### src/sv/address_name_cache_lru_top_defines.svh
// Assertion macros for the cache RTL.
`ifndef ADDRESS_NAME_CACHE_LRU_TOP_DEFINES_SVH
`define ADDRESS_NAME_CACHE_LRU_TOP_DEFINES_SVH

`ifndef NO_ASSERTIONS
`define ANC_ASSERT_IMP(lbl, ante, cons) \
    lbl: assert property (@(posedge clk) disable iff (!rst_n) (ante) |-> (cons)) \
        else $error("anc: same-cycle check failed");
`define ANC_ASSERT_NEXT(lbl, ante, cons) \
    lbl: assert property (@(posedge clk) disable iff (!rst_n) (ante) |=> (cons)) \
        else $error("anc: next-cycle check failed");
`else
`define ANC_ASSERT_IMP(lbl, ante, cons)
`define ANC_ASSERT_NEXT(lbl, ante, cons)
`endif

`endif

### src/sv/anc_pkg.sv
`default_nettype none

package anc_pkg;

    localparam int ENTRIES = 128;
    localparam int TIME_W  = 32;
    localparam int IDX_W   = (ENTRIES > 1) ? $clog2(ENTRIES) : 1;
    localparam int KEY_W   = 32;
    localparam int VAL_W   = 64;
    localparam int NOW_W   = 32;
    localparam int SLOT_W  = 7;

    typedef enum logic [0:0] {
        ACT_PUT = 1'b0,
        ACT_GET = 1'b1
    } action_t;

    typedef enum logic [1:0] {
        S_IDLE,
        S_SCAN,
        S_DONE
    } state_t;

    typedef struct packed {
        logic [KEY_W-1:0]  key;
        logic              found;
        logic [IDX_W-1:0]  found_idx;
        logic [VAL_W-1:0]  value;
        logic              empty_valid;
        logic [IDX_W-1:0]  empty_idx;
        logic [TIME_W-1:0] min_time;
        logic [IDX_W-1:0]  oldest_idx;
    } probe_t;

    typedef struct packed {
        logic              en;
        logic [IDX_W-1:0]  idx;
        logic [KEY_W-1:0]  key;
        logic [VAL_W-1:0]  value;
        logic [TIME_W-1:0] stamp;
    } wr_t;

    // True when tick a lies strictly before tick b, modulo 2^TIME_W.
    function automatic logic tick_before(input logic [TIME_W-1:0] a,
                                         input logic [TIME_W-1:0] b);
        logic [TIME_W-1:0] d;
        begin
            d = a - b;
            return d[TIME_W-1];
        end
    endfunction

endpackage

`default_nettype wire

### src/sv/anc_cell.sv
`default_nettype none

module anc_cell (
    input  wire logic                    clk,
    input  wire logic                    rst_n,
    input  wire logic [anc_pkg::IDX_W-1:0] cell_idx,
    input  wire logic                    probe_valid_in,
    input  wire anc_pkg::probe_t         probe_in,
    input  wire anc_pkg::wr_t            wr,
    output logic                         probe_valid_out,
    output anc_pkg::probe_t              probe_out
);

    logic [anc_pkg::KEY_W-1:0]  key_reg;
    logic [anc_pkg::TIME_W-1:0] time_reg;
    logic [anc_pkg::VAL_W-1:0]  value_reg;
    logic                       valid_reg;
    anc_pkg::probe_t            probe_reg;
    anc_pkg::probe_t            probe_next;
    logic                       wr_hit;

    assign wr_hit = wr.en && (wr.idx == cell_idx);

    always_comb
    begin
        probe_next = probe_in;
        if (!probe_in.found)
        begin
            if (key_reg == probe_in.key)
            begin
                probe_next.found     = 1'b1;
                probe_next.found_idx = cell_idx;
                probe_next.value     = value_reg;
            end
            else
            begin
                if ((key_reg == '0) && !probe_in.empty_valid)
                begin
                    probe_next.empty_valid = 1'b1;
                    probe_next.empty_idx   = cell_idx;
                end
                if ((cell_idx == '0) || anc_pkg::tick_before(time_reg, probe_in.min_time))
                begin
                    probe_next.min_time   = time_reg;
                    probe_next.oldest_idx = cell_idx;
                end
            end
        end
    end

    always_ff @(posedge clk or negedge rst_n)
    begin
        if (!rst_n)
        begin
            key_reg   <= '0;
            time_reg  <= '0;
            valid_reg <= 1'b0;
        end
        else
        begin
            valid_reg <= probe_valid_in;
            if (wr_hit)
            begin
                key_reg  <= wr.key;
                time_reg <= wr.stamp;
            end
        end
    end

    always_ff @(posedge clk)
    begin
        if (wr_hit)
        begin
            value_reg <= wr.value;
        end
        if (probe_valid_in)
        begin
            probe_reg <= probe_next;
        end
    end

    assign probe_valid_out = valid_reg;
    assign probe_out       = probe_reg;

endmodule

`default_nettype wire

### config.mk
export PLATFORM = sky130hd
export DESIGN_NAME = anc_cell
export DESIGN_NICKNAME = d
export VERILOG_FILES = /design/src/sv/address_name_cache_lru_top_defines.svh /design/src/sv/anc_pkg.sv /design/src/sv/anc_cell.sv
export SDC_FILE = /design/constraint.sdc
export NUM_CORES = 1
export LEC_CHECK = 0
export BUFFER_PORTS_ARGS = -buffer_cell sky130_fd_sc_hd__buf_2
export CAP_MARGIN = 20
export CORE_MARGIN = 5
export CORE_UTILIZATION = 35
export CTS_CLUSTER_DIAMETER = 30
export CTS_CLUSTER_SIZE = 10
export DETAILED_ROUTE_END_ITERATION = 10
export RECOVER_POWER = 25
export SKIP_CTS_REPAIR_TIMING = 1
export SLEW_MARGIN = 20
export SYNTH_ARGS = -nofsm -noshare
export SYNTH_HDL_FRONTEND = slang
export SYNTH_SLANG_ARGS = --single-unit
### constraint.sdc
create_clock -name clk -period 3.55 [get_ports clk]
set_clock_uncertainty 0.2 [all_clocks]
set_input_delay 0.355 -clock clk [delete_from_list [all_inputs] [get_ports clk]]
set_output_delay 0.355 -clock clk [all_outputs]
set_load 0.005 [all_outputs]
# Word level (Yosys, flattened, before mapping)
# Cells that the tools add are included.
[op_classes]
addsub = 1
n_reduce_logical = 6
muxes = 5
n_eq_ne = 2
[op_table]
columns = ["op", "n"]
rows = [
  ["two-way mux 118 bit", 1],
  ["two-way mux 72 bit", 1],
  ["two-way mux 47 bit", 1],
  ["two-way mux 39 bit", 1],
  ["== test 32 bit", 1],
  ["logical NOT 32 bit", 1],
  ["subtractor 32 bit", 1],
  ["two-way mux 8 bit", 1],
  ["== test 7 bit", 1],
  ["logical NOT 7 bit", 1],
  ["logical AND 1 bit", 2],
  ["logical NOT 1 bit", 1],
  ["logical OR 1 bit", 1],
]
[totals]
input_bits = 297
reg_bits = 280

# Depth between registers and ports, before layout
# Gate-level depths: netlist of the first run.
[logic_depth]
depth_word = 5
mapped_depth = 11
mapped_depth_nobuf = 9

# Least setup slack after synthesis of the first run
# Ideal clock, no wire load.
[synth_timing]
kind = "input to register"
start = "in cell_idx[6] (netlist bit)"
end = "reg key_reg[10] (netlist bit)"
setup_slack_ns = -0.301
setup_time_ns = 0.130
path_buffers = 2
cell_stages = 6
required_time_ns = 3.220
arrival_time_ns = 3.520
path_cell_list = "xnor2_1 nand4_1 nor2_1 clkbuf_1 clkbuf_1 mux2_2"
[synth_via]
elab_chain_len = 2
[synth_lines]
columns = ["element", "line", "source"]
rows = [
  ["start: declaration", "anc_cell.sv:6", "input wire logic [anc_pkg::IDX_W-1:0] cell_idx,"],
  ["== test 7 bit", "anc_cell.sv:22", "assign wr_hit = wr.en && (wr.idx == cell_idx);"],
  ["logical AND 1 bit", "anc_cell.sv:22", ""],
  ["via wr_hit", "anc_cell.sv:20", "logic wr_hit;"],
  ["end signal: assignment", "anc_cell.sv:64", "key_reg <= wr.key;"],
  ["end: declaration", "anc_cell.sv:14", "logic [anc_pkg::KEY_W-1:0] key_reg;"],
]
# The timed path passes the listed nets, and every way through them passes these cells.
# A chain may end at the register's enable or synchronous reset.

# Worst setup path after layout of the first run
[layout_timing]
start = "in probe_valid_in"
end = "reg probe_reg, in the netlist probe_out[96] (enable)"
[layout_rtl]
columns = ["element", "line", "source"]
rows = [
  ["start: declaration", "anc_cell.sv:7", "input wire logic probe_valid_in,"],
  ["end signal: assignment", "anc_cell.sv:78", "probe_reg <= probe_next;"],
  ["end: declaration", "anc_cell.sv:18", "anc_pkg::probe_t probe_reg;"],
]
# No word-level cell between the ends.

==> out/metrics.cfg, run 1 <==
[worst_setup_path]
crit_arrival_ns = 3.26
crit_buf_inv = 2
crit-reg2reg-launch = time_reg[2]
cp-start-kind = primary input
cp.required_ns = 3.55
endpoint_kind = register
cp_slowest_cell = clkdlybuf4s25_1
r2r_end = probe_out[7]
critical_path_class = primary input to register
cp_top_family = buffers and inverters
crit_cells = 2
r2r_slack_ns = 0.41
reg2reg_depth = 9
crit_chain = clkdlybuf4s25_1, buf_4
critical_path.endpoint = probe_out[96]
worstPathMaxFanout = 53
startpoint = probe_valid_in
critPathMaxStageDelay_ns = 2.18

[clocking]
clkLatencyLatePin_ns = 0.56
clockBufferDepth = 3
clock-sinks = 280
htree_levels = 3
cts-root-buf = clkbuf_16
cts_tree = done
cts-buffers-inserted = 74
path_clk_slew_ns = 0.04

[timing]
rsz0062_at_grt = no
period_needed_ns = 3.26
fmax_mhz = 307
tightest_slew_ns = 2.87
drv_slew = 53
maxSlewHeadroom_pct = -91.6
setup_viol = 0
fin_tns_setup_ns = 0
hold_viol = 0
fin_crit_sh_pct = 91.8

[placement]
dpl.hpwl_mm = 26.5
placed_area_sq_mm = 0.0145
routabilityCongestion = 0.855
portBuffers = 448

[die]
core_area_sq_mm = 0.0327
ios = 449
die_w_um = 192
dieArea_sq_mm = 0.0370
die_y_um = 192
initial_core_util_pct = 35.6
rows = 66

[power]
power_density_mw_per_mm2 = 619
peakVddDrop_mv = 0.423
leakagePower_nw = 8.63

[status]
status = finished with violations
violations = max-capacitance violations, max-slew violations

[logic_synthesis]
synth_cells = 666
synthMostInstantiatedCell = edfxtp_1
synth_edf_count = 215
synth_common_cells = edfxtp_1, mux2_2, dfrtp_1, xnor2_1, inv_1
ys_ff_latch = 280
synthTopCellsByArea = edfxtp_1, mux2_2, dfrtp_1
syn-num-nets = 993
yosysSeqAreaShare_pct = 69.5
yosys_warnings = 0
ys_async_sr_fraction_pct = 23.2
yosysTopAreaCell = edfxtp_1
synth-main-ff-cell = edfxtp_1
ys_types = 34
synth.top_cell.area_share_pct = 55.5
syn_area_per_cell_sq_um = 17.5
syn-cell-area_sq_mm = 0.0116

[final_layout]
largest_reg_flops = 151
drive_above_1_share_pct = 48.1
area_delta_synth_final_pct = 71.2
nNetsFinal = 1789
n_fill_cell = 2476
fin_area_sq_mm = 0.0199

[global_routing]
track_usage_pct = 18.3
grt_overflow_total = 0
grt_pass1_wl_mm = 50.3
grt_max_degree = 77
antenna_found_initial = 7
grt_pass1_vias = 8343

[routing]
drcViolationCount = 0
drt_pass1_iterations = 4
ant_nets = 0
vias_per_cell = 4.63
wl_mm = 40.3
dr.first_iter.drc_count = 366
wl_per_cell_um = 20.4
vias = 9115

[worst_hold_path]
worstHoldPathCells = 2
hold_path.class = primary input to register

[run]
max-cap-violations = 1

## power by group
part | switching, W | internal (W) | leakage (nW)
Sequential | 0.000160 | 0.00385 | 2.94
Clock | 0.00202 | 0.00496 | 1.26
Combinational | 0.000551 | 0.000772 | 4.43
## per-layer routing
layer  vias up  track usage (%)  wire length (um)
met4         2             5.57               951
met2       445             30.7             20600
met1      4421             20.5             14900
met3        74             9.24              3840
li1       4173                -                 -
met5         -                0                11
## worst min path at each step
| stage | start | endpoint | slack [ns] |
|---|---|---|---|
| 2_1_floorplan | rst_n | key_reg[0] | -0.14 |
| 3_3_place_gp | time_reg[2] | time_reg[2] | 0.32 |
| 3_5_place_dp | time_reg[10] | time_reg[10] | 0.32 |
| 4_1_cts | wr[59] | value_reg[27] | -0.26 |
| 5_1_grt | cell_idx[2] | probe_out[2] | 0.008 |
| 6_report | cell_idx[2] | probe_out[113] | 0.02 |
## cell families after synthesis
logic type      count (synthesis)  share of synthesized area [%]
compound gates                 30                           1.58
simple gates                   54                           2.68
xor+xnor                       40                           3.01
flops                         280                           69.5
fa+ha+maj                      30                           3.23
mux                           181                           18.2
buf+inv                        51                           1.85
## layout make-up
cell class	count	area (sq um)	area share, %
multi-input cells	335	3350	16.8
clock buffers	84	1920	9.65
inverters	32	120	0.603
repair buffers	739	5160	25.9
clock inverters	51	702	3.53
flip-flops and latches	280	8080	40.6
diodes	7	17.5	0.0880
well taps	442	553	2.78
## placed cells by master, fill, tap and decap left out, drive strengths merged, types with 3 or more instances in the layout
| master | n |
|---|---|
| dlygate4sd3 | 279 |
| inv | 36 |
| a21o | 3 |
| ha | 30 |
| nand4 | 17 |
| nand2b | 3 |
| bufinv | 15 |
| o21ai | 5 |
| nand2 | 10 |
| clkinvlp | 8 |
| nor4 | 12 |
| xnor2 | 40 |
| clkbuf | 118 |
| a21oi | 13 |
| clkinv | 24 |
| edfxtp | 215 |
| dfrtp | 65 |
| nor2 | 6 |
| diode | 7 |
| mux2 | 181 |
| buf | 425 |
## through the flow
step | instances | total power (W) | hold WS [ns] | utilization (%) | setup slack (ns)
6_report | 1970 | 0.0123 | 0.0175 | 60.9 | 0.291
5_1_grt | 1969 | 0.0128 | 0.00783 | 60.9 | 0.137
3_5_place_dp | 1549 | 0.00511 | 0.323 | 44.4 | 0.358
4_1_cts | 1684 | 0.0121 | -0.262 | 52.4 | 0.445
3_3_place_gp | 1549 | 0.00509 | 0.321 | 44.4 | 0.391
2_1_floorplan | 666 | 0.00454 | -0.141 | - | 0.638
(Power assumes the default switching activity.)
==> run 2: changes to the inputs <==
- HOLD_SLACK_MARGIN: default -> 0.1
- SETUP_SLACK_MARGIN: default -> 0.05
==> run 2 against run 1 <==
Net effect: the run still ends with max-capacitance violations, max-slew violations left; critical path depth grew 8; via count about the same; global-route usage stayed put; clock-buffer cell count unchanged; critical path type unchanged; maximum frequency decreased by 1.8%; core utilization up 0.24 points; final cell count up 0.41%; total power is essentially flat; first-iteration DRC count shrank 6.6%; highest routed layer unchanged; combinational power barely moved; clock power barely moved; sequential share of layout area is 0.16 points lower.
==> out/metrics.cfg, run 2 (synthesis results as in run 1) <==
[status]
status = finished with violations
violations = max-capacitance violations, max-slew violations

[final_layout]
nNetsFinal = 1798
n_fill_cell = 2471
final_common_cell = buf_2
largest_reg_flops = 151
area_delta_synth_final_pct = 71.9
seq_area_sq_mm = 0.00808
multiInputGateArea_sq_mm = 0.00335
fin_area_sq_mm = 0.0200
drive_above_1_share_pct = 47.9
final_cell_mix = buf_2, dlygate4sd3_1, edfxtp_1

[global_routing]
antenna_found_initial = 7
grt_overflow_total = 0
grt_max_degree = 77
grt_pass1_vias = 8343
track_usage_pct = 18.3
grt_pass1_wl_mm = 50.3

[clocking]
cts_tree = done
clockBufferDepth = 3
clkLatencyLatePin_ns = 0.56
cts-buffers-inserted = 74
clock-sinks = 280
htree_levels = 3
path_clk_slew_ns = 0.05
cts-root-buf = clkbuf_16

[die]
core_area_sq_mm = 0.0327
ios = 449
dieArea_sq_mm = 0.0370
rows = 66
initial_core_util_pct = 35.6
die_y_um = 192
die_w_um = 192

[worst_setup_path]
cp_top_family = buffers and inverters
crit_arrival_ns = 3.40
startpoint = probe_in[146]
crit_buf_inv = 4
cp_slowest_cell = dlygate4sd3_1
cpMostUsedCell = dlygate4sd3_1
worstPathMaxFanout = 9
critical_path_class = primary input to register
critPathMaxStageDelay_ns = 0.55
crit-reg2reg-launch = key_reg[27]
cp-start-kind = primary input
endpoint_kind = register
cp.required_ns = 3.63
crit_chain = dlygate4sd3_1, clkbuf_1, xnor2_1, nand4_1, nor4_1, nand2_1, nor2_4, buf_4, mux2_2, dlygate4sd3_1

[timing]
setup_viol = 0
maxSlewHeadroom_pct = -21.4
fin_tns_setup_ns = 0
rsz0062_at_grt = no
tightest_slew_ns = 1.82
hold_viol = 0
fmax_mhz = 301
period_needed_ns = 3.32
drv_slew = 119
fin_crit_sh_pct = 93.5

[placement]
placed_area_sq_mm = 0.0145
dpl.hpwl_mm = 26.5
routabilityCongestion = 0.855
portBuffers = 448

[routing]
ant_nets = 0
drt_pass1_iterations = 4
vias_per_cell = 4.61
wl_per_cell_um = 20.3
dr.first_iter.drc_count = 342
vias = 9111
wl_mm = 40.2
drcViolationCount = 0

[worst_hold_path]
worstHoldStart = wr[135]
hold_path.class = primary input to register

[run]
max-cap-violations = 2

[power]
peakVddDrop_mv = 0.425
total_power_w = 0.0123
power_density_mw_per_mm2 = 616
leakagePower_nw = 8.67

## run 2: worst paths after layout
kind / to / slack (ns) / depth (start not counted)
min in group asynchronous: time_reg[17] / 0.69 / 2
hold / removal: value_reg[37] / 0.13 / 3
max in group asynchronous: key_reg[16] / 1.36 / 2
setup reg to reg: probe_out[117] / 0.30 / 8
setup / recovery: probe_out[117] / 0.23 / 10
hold reg to reg: time_reg[10] / 0.33 / 1
## run 2: stage by stage
| stage | hold WS (ns) | setup slack [ns] | instances | utilization [%] |
|---|---|---|---|---|
| finish | 0.131 | 0.231 | 1978 | 61.1 |
| global placement | 0.321 | 0.391 | 1549 | 44.4 |
| detailed placement | 0.323 | 0.358 | 1549 | 44.4 |
| floorplan | -0.141 | 0.638 | 666 | - |
| CTS | -0.262 | 0.445 | 1684 | 52.4 |
| global route | 0.130 | 0.0462 | 1978 | 61.1 |
## run 2: worst reg2reg max path, delay by kind of cell (launching register included)
kind                      cells  cell delay [ns]
muxes                         1             0.33
DFF                           1             0.42
xor gates and xnor gates      1             0.26
and+or+nand+nor               4             1.01
buffers and inverters         2             0.78
## run 2: where the power goes
group | total [W] | internal (W) | switching (W) | leakage [nW]
clock | 0.00698 | 0.00496 | 0.00202 | 1.26
sequential | 0.00401 | 0.00385 | 0.000158 | 2.94
combinational | 0.00133 | 0.000777 | 0.000553 | 4.47
total | 0.0123 | 0.00959 | 0.00273 | 8.67
## run 2: cell type report
cell class | count | area share [%]
multi-input cells | 335 | 16.8
diodes | 6 | 0.0751
inverters | 32 | 0.601
repair buffers | 748 | 26.2
clock inverters | 51 | 3.51
flip-flops and latches | 280 | 40.4
clock buffers | 84 | 9.61
well taps | 442 | 2.77
## run 2: metal layers
| layer | vias to the layer above | global-route usage, % | wire (um) | part of all wire (%) |
|---|---|---|---|---|
| met5 | - | 0 | 11 | 0.027 |
| met4 | 2 | 5.57 | 872 | 2.2 |
| met3 | 70 | 9.24 | 3790 | 9.4 |
| met2 | 436 | 30.7 | 20700 | 51 |
| met1 | 4422 | 20.5 | 14900 | 37 |
| li1 | 4181 | - | - | - |
==> run 3: changes to the inputs <==
--- a/config.mk
+++ b/config.mk
@@ -7,3 +7,2 @@
 export LEC_CHECK = 0
-export BUFFER_PORTS_ARGS = -buffer_cell sky130_fd_sc_hd__buf_2
 export CAP_MARGIN = 20
@@ -12,4 +11,5 @@
 export CTS_CLUSTER_DIAMETER = 30
-export CTS_CLUSTER_SIZE = 10
+export CTS_CLUSTER_SIZE = 40
 export DETAILED_ROUTE_END_ITERATION = 10
+export DONT_BUFFER_PORTS = 1
 export HOLD_SLACK_MARGIN = 0.1
--- a/constraint.sdc
+++ b/constraint.sdc
@@ -4,2 +4,2 @@
 set_output_delay 0.355 -clock clk [all_outputs]
-set_load 0.005 [all_outputs]
+set_load 0.02 [all_outputs]
==> run 3 against run 2 <==
Net effect: the flow now stops in 5_1_grt; synthesized area did not move; synthesized cell count is the same.
==> out/metrics.cfg, run 3 <==
[status]
error_line = [ERROR RSZ-0060] Max buffer count reached.
status = did not finish
stop_stage = 5_1_grt

[logic_synthesis]
yosys_warnings = 0
ys_types = 34
syn-num-nets = 993
synth_edf_count = 215
synth_common_cells = edfxtp_1, mux2_2, dfrtp_1, xnor2_1, inv_1
syn-cell-area_sq_mm = 0.0116
ys_ff_latch = 280
synth-main-ff-cell = edfxtp_1
synthMostInstantiatedCell = edfxtp_1
synth.top_cell.area_share_pct = 55.5
yosysSeqAreaShare_pct = 69.5
syn_area_per_cell_sq_um = 17.5
synthTopCellsByArea = edfxtp_1, mux2_2, dfrtp_1
synth_cells = 666
ys_async_sr_fraction_pct = 23.2
yosysTopAreaCell = edfxtp_1

[placement]
routabilityCongestion = 0.787
portBuffers = 0
dpl.hpwl_mm = 24.0

[global_routing]
grt_max_degree = 153

[die]
die_y_um = 192
rows = 66
initial_core_util_pct = 35.6
die_w_um = 192
ios = 449

[clocking]
cts-root-buf = clkbuf_16
cts-buffers-inserted = 66
clock-sinks = 280
htree_levels = 3
clockBufferDepth = 3

[run 3: cell families after synthesis]
family          Yosys count  share of synthesized area, %
compound gates           30                          1.58
xor+xnor                 40                          3.01
fa+ha+maj                30                          3.23
buf+inv                  51                          1.85
flops                   280                          69.5
mux                     181                          18.2
simple gates             54                          2.68
[run 3: stage by stage]
stage                     setup WS [ns]  instance area (sq um)  hold slack [ns]  utilization, %  std cells
after floorplan                   0.638                  11600           -0.141               -        666
after global placement            0.498                  12300           -0.138            37.5       1100
after detailed placement          0.394                  12300           -0.138            37.5       1100
after CTS                         0.382                  14600           -0.719            44.6       1220
==> run 4: changes to the inputs <==
- CORE_UTILIZATION: 35 -> 20
- CTS_CLUSTER_DIAMETER: 30 -> default
- CTS_CLUSTER_SIZE: 40 -> default
- HOLD_SLACK_MARGIN: 0.1 -> default
- PLACE_DENSITY_LB_ADDON: default -> 0.15
- SETUP_SLACK_MARGIN: 0.05 -> default
==> run 4 against run 3 <==
Net effect: the flow now finishes, with violations (negative hold slack).
==> out/metrics.cfg, run 4 (synthesis results as in run 1) <==
[routing]
dr.first_iter.drc_count = 245
vias = 7087
wl_per_cell_um = 22.6
vias_per_cell = 3.96
drt_pass1_iterations = 4
ant_nets = 0
drcViolationCount = 0
wl_mm = 40.5

[clocking]
clkLatencyLatePin_ns = 0.54
cts_tree = done
cts-buffers-inserted = 35
clockBufferDepth = 3
path_clk_slew_ns = 0.06
htree_levels = 2
cts-root-buf = clkbuf_16
clock-sinks = 280

[placement]
portBuffers = 0
placed_area_sq_mm = 0.0127
routabilityCongestion = 0.753
dpl.hpwl_mm = 28.0

[timing]
hold_viol = 152
fin_crit_sh_pct = 92.4
tightest_slew_ns = 0.712
fmax_mhz = 305
setup_viol = 0
rsz0062_at_grt = no
period_needed_ns = 3.28
whs_ns = -0.260
fin_tns_setup_ns = 0
maxSlewHeadroom_pct = 52.5
drv_slew = 0

[worst_setup_path]
cp-start-kind = register
crit_chain = xnor2_1, nand4_1, nor4_1, nand2_1, nand2b_1, or4_1, buf_4, mux2_2, dlygate4sd3_1
crit_arrival_ns = 3.37
r2r_slack_ns = 0.27
critical_path_class = register to register
critPathMaxStageDelay_ns = 0.55
cp.required_ns = 3.64
worstPathMaxFanout = 7
cp_slowest_cell = dlygate4sd3_1
endpoint_kind = register

[worst_hold_path]
hold_path.class = primary input to register

[global_routing]
busiest_layer = met2
antenna_found_initial = 15
grt_overflow_total = 0
use_met1_pct = 12.5
grt_util_met3_pct = 7.15
track_usage_pct = 11.4
grt_max_degree = 153
grt_pass1_wl_mm = 52.0
grt_pass1_vias = 6439
grtUsageMet2_pct = 18.7

[die]
die_w_um = 251
ios = 449
core_area_sq_mm = 0.0577
initial_core_util_pct = 20.2
die_y_um = 251
rows = 88
dieArea_sq_mm = 0.0631

[final_layout]
nNetsFinal = 1320
largest_reg_flops = 151
drive_above_1_share_pct = 25.3
area_delta_synth_final_pct = 44.9
final_common_cell = dlygate4sd3_1
fin_area_sq_mm = 0.0168
final_cell_mix = dlygate4sd3_1, edfxtp_1, mux2_2

[run]
max-cap-violations = 0

[status]
status = finished with violations
violations = negative hold slack

[power]
power_density_mw_per_mm2 = 529
peakVddDrop_mv = 0.345
leakagePower_nw = 6.36

[run 4: worst paths after layout]
path	end	cells past startpoint	start
setup / recovery	probe_out[40]	9	key_reg[7]
hold / removal	probe_out[50]	0	probe_valid_in
setup reg to reg	probe_out[40]	9	key_reg[7]
hold reg to reg	time_reg[0]	1	time_reg[0]
max in group asynchronous	time_reg[23]	2	rst_n
min in group asynchronous	key_reg[6]	2	rst_n
[run 4: worst max-delay path, delay by kind of cell (launching register included)]
kind          cells  cell delay, ns
mux               1            0.35
flops             1            0.40
simple gates      5            1.06
xor+xnor          1            0.28
buf+inv           2            0.74
[run 4: metrics by stage]
step / util, % / setup slack [ns] / hold WS (ns) / std cells / total power [W]
floorplan: - / 0.638 / -0.141 / 666 / 0.00472
CTS: 24.1 / 0.348 / -0.748 / 1489 / 0.00879
detailed placement: 22.0 / 0.371 / -0.137 / 1428 / 0.00496
finish: 29.2 / 0.271 / -0.260 / 1791 / 0.00891
global placement: 22.0 / 0.384 / -0.137 / 1428 / 0.00497
global route: 29.2 / 0.0110 / -0.321 / 1790 / 0.00933
[run 4: where the power goes]
group          switching [W]  internal, W
Clock                0.00145      0.00227
Sequential          0.000388      0.00385
Combinational       0.000359     0.000589
[run 4: layer usage]
metal / vias up / wire length (um)
met5: - / 13
met4: 2 / 750
met3: 55 / 4040
met2: 326 / 19000
met1: 3497 / 16700
li1: 3207 / -
[run 4: final cells by class]
type                       count  area [sq um]
tap                          765           957
sequential                   280          8080
fill                        5844         40800
timing repair buffer         309          3130
antenna                        9          22.5
inverter                      32           120
multi-input combinational    335          3350
clock inverter                18           236
clock buffer                  43           947
